## src/rtl/sffp_pkg.sv

```systemverilog
// Shared types and constants for the first-fit spectrum placer.
// Used by sffp_front, sffp_back and spectrum_first_fit_placer; no dependencies.
package sffp_pkg;

  localparam int SLICES  = 64;
  localparam int PATHS   = 8;
  localparam int SLICE_W = $clog2(SLICES);
  localparam int PATH_W  = $clog2(PATHS);
  localparam int CNT_W   = 7;
  localparam int ADJ_W   = 8;
  localparam int CFG_W   = 64;
  localparam int WORD_W  = 64;
  localparam int QDEPTH  = 2;
  localparam int QPTR_W  = $clog2(QDEPTH);
  localparam int QCNT_W  = $clog2(QDEPTH + 1);

  localparam logic REQ_LOAD  = 1'b0;
  localparam logic REQ_PLACE = 1'b1;

  typedef enum logic [2:0] {
    OP_LOAD,
    OP_SKIP,
    OP_PLACE,
    OP_ZERO,
    OP_FAIL
  } op_t;

  typedef struct packed {
    logic              req_type;
    logic [2:0]        path_id;
    logic [WORD_W-1:0] occupancy_word;
    logic [CNT_W-1:0]  slice_count;
    logic              last_in_batch;
  } in_item_t;

  typedef struct packed {
    logic [5:0] start_slice;
    logic       placed;
    logic       batch_ok;
    logic       batch_done;
  } out_item_t;

  typedef struct packed {
    op_t               op;
    logic [PATH_W-1:0] path;
    logic [SLICES-1:0] word;
    logic [CNT_W-1:0]  count;
    logic              last;
  } entry_t;

  typedef struct packed {
    logic   valid;
    entry_t entry;
  } q_head_t;

endpackage

```

## src/rtl/spectrum_first_fit_placer.sv

```systemverilog
// Top level of the first-fit spectrum placer: front queue plus back-end engine.
// Depends on sffp_pkg, sffp_front and sffp_back.
// Loads, zero-slice and rejected placements go from ST_IDLE straight to ST_FINISH,
// which registers the result strobe. Placements first scan up to SLICES (64) slices
// in ST_SCAN. Items are popped only in ST_IDLE, so each finishes before the next.
// Reset (rst_n low, synchronous) clears stores, batch state and the adjacency register.
module spectrum_first_fit_placer import sffp_pkg::*; (
  input  logic             clk,
  input  logic             rst_n,
  input  logic             start,
  output logic             busy,
  input  in_item_t         in_item,
  output logic             out_valid,
  output out_item_t        out_item,
  input  logic             cfg_we,
  input  logic [CFG_W-1:0] cfg_wdata
);

  q_head_t head;
  logic    pop;

  sffp_front u_front (
    .clk     (clk),
    .rst_n   (rst_n),
    .start   (start),
    .busy    (busy),
    .in_item (in_item),
    .head    (head),
    .pop     (pop)
  );

  sffp_back u_back (
    .clk       (clk),
    .rst_n     (rst_n),
    .head      (head),
    .pop       (pop),
    .cfg_we    (cfg_we),
    .cfg_wdata (cfg_wdata),
    .out_valid (out_valid),
    .out_item  (out_item)
  );

endmodule

```

## src/rtl/sffp_front.sv

```systemverilog
// Front end: accepts items, classifies them and queues them for the back end.
// Depends on sffp_pkg.
module sffp_front import sffp_pkg::*; (
  input  logic     clk,
  input  logic     rst_n,
  input  logic     start,
  output logic     busy,
  input  in_item_t in_item,
  output q_head_t  head,
  input  logic     pop
);

  entry_t            ent_r [QDEPTH];
  logic [QPTR_W-1:0] wr_ptr_r, rd_ptr_r;
  logic [QCNT_W-1:0] cnt_r;
  entry_t            new_ent;
  logic              path_ok;
  logic              push;

  always_comb begin
    path_ok = int'(in_item.path_id) < PATHS;
    new_ent.path  = in_item.path_id[PATH_W-1:0];
    new_ent.word  = in_item.occupancy_word[SLICES-1:0];
    new_ent.count = in_item.slice_count;
    new_ent.last  = 1'b0;
    if (in_item.req_type == REQ_LOAD) begin
      new_ent.op = path_ok ? OP_LOAD : OP_SKIP;
    end else begin
      new_ent.last = in_item.last_in_batch;
      if (!path_ok || in_item.slice_count > CNT_W'(SLICES)) begin
        new_ent.op = OP_FAIL;
      end else if (in_item.slice_count == '0) begin
        new_ent.op = OP_ZERO;
      end else begin
        new_ent.op = OP_PLACE;
      end
    end
  end

  assign busy       = (cnt_r == QCNT_W'(QDEPTH));
  assign push       = start && !busy;
  assign head.valid = (cnt_r != '0);
  assign head.entry = ent_r[rd_ptr_r];

  always_ff @(posedge clk) begin
    if (!rst_n) begin
      wr_ptr_r <= '0;
      rd_ptr_r <= '0;
      cnt_r    <= '0;
    end else begin
      if (push) begin
        ent_r[wr_ptr_r] <= new_ent;
        wr_ptr_r        <= wr_ptr_r + QPTR_W'(1);
      end
      if (pop) begin
        rd_ptr_r <= rd_ptr_r + QPTR_W'(1);
      end
      cnt_r <= cnt_r + QCNT_W'(push) - QCNT_W'(pop);
    end
  end

  a_cnt_bound: assert property (@(posedge clk) disable iff (!rst_n)
    cnt_r <= QCNT_W'(QDEPTH)) else $error("queue count above depth");
  a_pop_nonempty: assert property (@(posedge clk) disable iff (!rst_n)
    pop |-> cnt_r != '0) else $error("pop from empty queue");
  a_cnt_track: assert property (@(posedge clk) disable iff (!rst_n)
    (push && !pop) |=> cnt_r == $past(cnt_r) + QCNT_W'(1)) else $error("lost push");

endmodule

```

## src/rtl/sffp_back.sv

```systemverilog
// Back end: runs loads and first-fit placements against the occupancy stores.
// Depends on sffp_pkg; fed by sffp_front.
module sffp_back import sffp_pkg::*; (
  input  logic             clk,
  input  logic             rst_n,
  input  q_head_t          head,
  output logic             pop,
  input  logic             cfg_we,
  input  logic [CFG_W-1:0] cfg_wdata,
  output logic             out_valid,
  output out_item_t        out_item
);

  typedef enum logic [1:0] {ST_IDLE, ST_SCAN, ST_FINISH} state_t;

  state_t             state_r;
  entry_t             cur_r;
  logic [SLICES-1:0]  base_r    [PATHS];
  logic [SLICES-1:0]  scratch_r [PATHS];
  logic [SLICES-1:0]  word_r;
  logic [SLICE_W-1:0] idx_r;
  logic [SLICE_W-1:0] start_r;
  logic [CNT_W-1:0]   run_r;
  logic               found_r;
  logic               failed_r;
  logic [CFG_W-1:0]   cfg_r;
  logic               out_valid_r;
  out_item_t          out_item_r;

  logic               free;
  logic [CNT_W-1:0]   run_inc;
  logic               hit;
  logic               last_slice;
  logic [SLICES-1:0]  run_m;
  logic [ADJ_W-1:0]   adj;
  logic               is_req;
  logic               placed;
  logic               fail_now;

  always_comb begin
    free       = !word_r[0];
    run_inc    = run_r + CNT_W'(1);
    hit        = free && (run_inc == cur_r.count);
    last_slice = (idx_r == SLICE_W'(SLICES - 1));
    run_m      = ({SLICES{1'b1}} >> (CNT_W'(SLICES) - cur_r.count)) << start_r;
    adj        = cfg_r[ADJ_W*cur_r.path +: ADJ_W];
    is_req     = (cur_r.op == OP_PLACE) || (cur_r.op == OP_ZERO) || (cur_r.op == OP_FAIL);
    placed     = ((cur_r.op == OP_PLACE) && found_r) || (cur_r.op == OP_ZERO);
    fail_now   = is_req && !placed;
  end

  assign pop       = (state_r == ST_IDLE) && head.valid;
  assign out_valid = out_valid_r;
  assign out_item  = out_item_r;

  always_ff @(posedge clk) begin
    if (!rst_n) begin
      state_r     <= ST_IDLE;
      failed_r    <= 1'b0;
      cfg_r       <= '0;
      out_valid_r <= 1'b0;
      for (int p = 0; p < PATHS; p++) begin
        base_r[p]    <= '0;
        scratch_r[p] <= '0;
      end
    end else begin
      out_valid_r <= 1'b0;
      if (cfg_we) begin
        cfg_r <= cfg_wdata;
      end
      unique case (state_r)
        ST_IDLE: begin
          if (head.valid) begin
            cur_r   <= head.entry;
            word_r  <= scratch_r[head.entry.path];
            idx_r   <= '0;
            run_r   <= '0;
            found_r <= 1'b0;
            state_r <= (head.entry.op == OP_PLACE) ? ST_SCAN : ST_FINISH;
          end
        end
        ST_SCAN: begin
          word_r <= word_r >> 1;
          idx_r  <= idx_r + SLICE_W'(1);
          run_r  <= free ? run_inc : '0;
          if (hit) begin
            found_r <= 1'b1;
            start_r <= SLICE_W'(CNT_W'(idx_r) + CNT_W'(1) - cur_r.count);
            state_r <= ST_FINISH;
          end else if (last_slice) begin
            state_r <= ST_FINISH;
          end
        end
        ST_FINISH: begin
          if (cur_r.op == OP_LOAD) begin
            base_r[cur_r.path]    <= cur_r.word;
            scratch_r[cur_r.path] <= cur_r.word;
          end
          if ((cur_r.op == OP_PLACE) && found_r) begin
            for (int j = 0; j < PATHS; j++) begin
              if (adj[j] || (cur_r.path == PATH_W'(j))) begin
                scratch_r[j] <= scratch_r[j] | run_m;
              end
            end
          end
          out_valid_r            <= 1'b1;
          out_item_r.start_slice <= ((cur_r.op == OP_PLACE) && found_r) ? 6'(start_r) : '0;
          out_item_r.placed      <= placed;
          out_item_r.batch_ok    <= !(failed_r || fail_now);
          out_item_r.batch_done  <= is_req && cur_r.last;
          if (is_req && cur_r.last) begin
            failed_r <= 1'b0;
            for (int p = 0; p < PATHS; p++) begin
              scratch_r[p] <= base_r[p];
            end
          end else if (fail_now) begin
            failed_r <= 1'b1;
          end
          state_r <= ST_IDLE;
        end
        default: state_r <= ST_IDLE;
      endcase
    end
  end

  a_out_after_finish: assert property (@(posedge clk) disable iff (!rst_n)
    out_valid_r |-> $past(state_r) == ST_FINISH) else $error("stray result strobe");
  a_unplaced_start: assert property (@(posedge clk) disable iff (!rst_n)
    (out_valid_r && !out_item_r.placed) |-> out_item_r.start_slice == '0)
    else $error("unplaced result with nonzero start");
  a_scan_place_only: assert property (@(posedge clk) disable iff (!rst_n)
    state_r == ST_SCAN |-> cur_r.op == OP_PLACE) else $error("scan on non-place item");
  a_no_pop_busy: assert property (@(posedge clk) disable iff (!rst_n)
    pop |=> state_r != ST_IDLE) else $error("popped item not taken");

endmodule
```

## config.mk

```make
export PLATFORM = sky130hd
export DESIGN_NAME = spectrum_first_fit_placer
export DESIGN_NICKNAME = d
export VERILOG_FILES = /design/src/rtl/sffp_pkg.sv /design/src/rtl/spectrum_first_fit_placer.sv /design/src/rtl/sffp_front.sv /design/src/rtl/sffp_back.sv
export SDC_FILE = /design/constraint.sdc
export NUM_CORES = 2
export LEC_CHECK = 0
export BUFFER_PORTS_ARGS = -buffer_cell sky130_fd_sc_hd__buf_2
export CORE_UTILIZATION = 30
export CTS_BUF_LIST = sky130_fd_sc_hd__clkbuf_2 sky130_fd_sc_hd__clkbuf_4 sky130_fd_sc_hd__clkbuf_8
export CTS_CLUSTER_DIAMETER = 30
export DETAILED_ROUTE_END_ITERATION = 7
export GPL_ROUTABILITY_DRIVEN = 0
export SYNTH_ARGS = -nofsm -noshare
export SYNTH_HDL_FRONTEND = slang
export SYNTH_SLANG_ARGS = --single-unit
```

## constraint.sdc

```tcl
create_clock -name clk -period 20.9 [get_ports clk]
set_input_delay 2.09 -clock clk [delete_from_list [all_inputs] [get_ports clk]]
set_output_delay 2.09 -clock clk [all_outputs]
set_load 0.02 [all_outputs]
```

==> flow_summary.yaml <==
global_route:
  grt_use_total: 0.201
  grt_pass1_wl_um: 338000
  overflow: 0
  grt_pass1_vias: 51132
  antenna_found_initial: 21
  grt_max_degree: 90
clock_network:
  cts_tree: "yes"
  cts_hold_buffers: 0
  cts_max_level: 5
  clk_latency_ns: 1.09
  cts.sinks: 1416
  cts_made_buffers: 352
  cts_setup_buffers: 0
  clkTransAtPathRegs_ns: 0.06
  clockRootBuffer: "clkbuf_8"
  cts_buffer_depth: 4
  cts_resized: 0
yosys:
  synthTopCellsByCount: "edfxtp_1 (1351), nand2_1 (1065), and2_1 (533), a21oi_1 (522), o21ai_0 (521)"
  synth_warnings: 0
  synth_top_cell_area_share: 0.607
  synthTopCellsByArea: "edfxtp_1 (61%), nand2_1 (6.0%), and2_1 (5.0%)"
  syn_nets: 6101
  yosys_register_bits: 1416
  synth-seq-area-share: 0.627
  synth_area_um2: 66800
  synth.largest_area_cell: "edfxtp_1"
  synthMostInstantiatedCell: "edfxtp_1"
  ys.flop_type: "edfxtp_1"
  avgSynthCellArea_um2: 11.3
  synth-edff-count: 1351
  synth_cells: 5937
  async_reset_ff_frac: 0
  ys_types: 113
floorplanning:
  coreArea_um2: 221000
  row_count: 172
  die_w_um: 474
  die_h_um: 474
  io-pin-count: 155
  dieArea_um2: 225000
  initial_core_util: 0.303
power_and_ir_drop:
  leakage_uw: 0.0291
  p_sw_frac: 0.302
  netSwitchingPower_uw: 2620
  pwr-share-clk: 0.412
  combPwrFrac: 0.165
  ir_drop_mv: 0.0778
  pwr_density_cell_nw_per_um2: 111
  p_seq_frac: 0.424
  p_int_uw: 6060
placed_design:
  dpl.hpwl_um: 131000
  port_buffers: 146
  placedCellCount: 8744
timing:
  rsz0062_at_grt: "false"
  worst_pin_slew_ns: 1.48
  period_needed_ns: 6.16
  slew_headroom: -0.00541
  finalSetupViolCount: 0
  fin_skew_ns: 0.132
  period_share: 0.295
  finalMaxSlewViolations: 1
  tns_ns: 0
  max_freq_ghz: 0.162
  finalHoldViolCount: 0
layout:
  areaGrowthSynthToFinish_pct: 17.0
  finalNonFillerCells: 9365
  nNetsFinal: 6304
  drive_gt1_frac: 0.159
setup_path:
  critPathCaptureType: "register"
  crit_chain: "buf_2 > nand2_1 > nor4_1 > nand2_1 > nor2_4 > nor2_4 > o21ai_4 > buf_4 > buf_4"
  critical_path.n_buffers_inverters: 3
  cp_slowest_cell: "nor2_4"
  critPathRequiredTime_ns: 21.53
  cp_slowest_stage_delay_ns: 1.13
  crit_family: "simple AND/OR/NAND/NOR gates"
  r2r-start: "u_back.cur_r[3]"
  r2r_setup_slack_ns: 15.19
  start_kind: "input pin"
  ff2ff_path_depth: 9
  cp_max_fo: 37
  cp.arrival_ns: 6.79
  worst-setup-path-type: "in2reg"
  rr_endpoint: "u_back.scratch_r[1][63]"
routing:
  vias: 51800
  drtAntennaViolNets: 0
  route.detailed.drc: 14
  first_pass_iters: 8
  wl_per_cell_um: 24.6
  drt-initial-drc-count: 6792
  finalWirelength_um: 231000
  routed_via_density: 5.53
run:
  cap_violations: 1
status:
  outcome: "finished, violations left"
  violations: "DRC, capacitance limit, slew limit"
min_path:
  whs_path_depth: 2
  min_from: "u_back.base_r[3][23]"
  hp-class: "reg2reg"
  min_to: "u_back.scratch_r[3][23]"
==> layout by cell type, fill, tap and decap left out, types with 31 or more instances in the layout <==
master,n
clkbuf_8,359
and3_1,78
bufinv_16,40
o21ai_1,92
clkinvlp_4,36
dfxtp_1,64
a21oi_1,522
clkbuf_4,49
a221oi_1,43
clkinv_1,54
nand3_1,177
o211ai_1,37
buf_2,146
nor2_1,117
nand2b_1,36
nor2b_1,77
mux2i_1,69
a311oi_1,66
a211oi_1,31
nor3_1,52
and2_1,530
clkinv_2,59
a31oi_1,75
o21ai_0,512
buf_4,101
nand2_1,1065
edfxtp_1,1351
mux2_2,85
==> worst register-to-register path: cells and delay by family, from the launching register on <==
| family | cells | cell delay (ns) |
|---|---|---|
| AOI/OAI and AO/OA | 5 | 2.73 |
| DFF | 1 | 0.67 |
| and+or+nand+nor | 4 | 2.08 |
==> logic make-up after synthesis <==
kind of cell	share of synthesized area
muxes	0.0290
DFF	0.627
and+or+nand+nor	0.163
buffers and inverters	0.0255
adders and majority gates	0.00386
AOI/OAI and AO/OA	0.149
xor gates and xnor gates	0.00367
==> worst max-delay path by stage <==
stage               start                      end  slack (ns)  cells past startpoint
floorplan           rst_n           u_back.found_r       12.44                      2
global placement    rst_n   u_back.scratch_r[7][2]       13.79                      9
detailed placement  rst_n  u_back.scratch_r[7][60]       13.76                      9
CTS                 rst_n  u_back.scratch_r[7][28]       14.83                      9
global route        rst_n  u_back.scratch_r[7][28]       14.60                      9
finish              rst_n  u_back.scratch_r[7][28]       14.74                      9
==> power by group through the flow <==
| stage | sequential [µW] | clock, µW | combinational [µW] |
|---|---|---|---|
| floorplan | 3650 | 0 | 901 |
| global placement | 3720 | 0 | 1370 |
| detailed placement | 3720 | 0 | 1390 |
| CTS | 3670 | 3630 | 1390 |
| global route | 3700 | 3770 | 1510 |
| finish | 3680 | 3570 | 1430 |
==> area by class of cell <==
type / count / area (µm²)
flip-flops and latches: 1416 / 41900
multi-input cells: 4089 / 23600
inverters: 34 / 140
diodes: 11 / 27.5
clock inverters: 202 / 2110
repair buffers: 247 / 1490
clock buffers: 408 / 5310
well taps: 2958 / 3700
fillers: 21710 / 142000
==> flip-flops by register name, summed over array words and instances (netlist names), 7 cells and up, named ones only <==
| name | count |
|---|---|
| u_back.base_r | 512 |
| u_back.scratch_r | 512 |
| u_front.ent_r | 156 |
| u_back.cur_r | 78 |
| u_back.word_r | 64 |
| u_back.cfg_r | 56 |
| u_back.out_item | 9 |
| u_back.run_r | 7 |
==> metal layers <==
metal  GRT usage  vias up  routed length, µm
met1       0.252    25468              89500
met2       0.329     3120             109000
li1            -    22581                  -
met5           0        -                 70
met4      0.0836        6               9200
met3      0.0483      625              23500
==> metrics by stage <==
stage	hold slack, ns	util	area (µm²)	total power, µW	setup WS [ns]
after global placement	0.458	0.321	70800	5090	13.79
after floorplan	0.437	-	66800	4550	12.44
after CTS	0.444	0.354	78200	8690	14.83
final	0.463	0.355	78200	8680	14.74
after global routing	0.486	0.354	78200	8980	14.60
after detailed placement	0.482	0.321	70800	5110	13.76
Power figures use the tool's default switching activity.
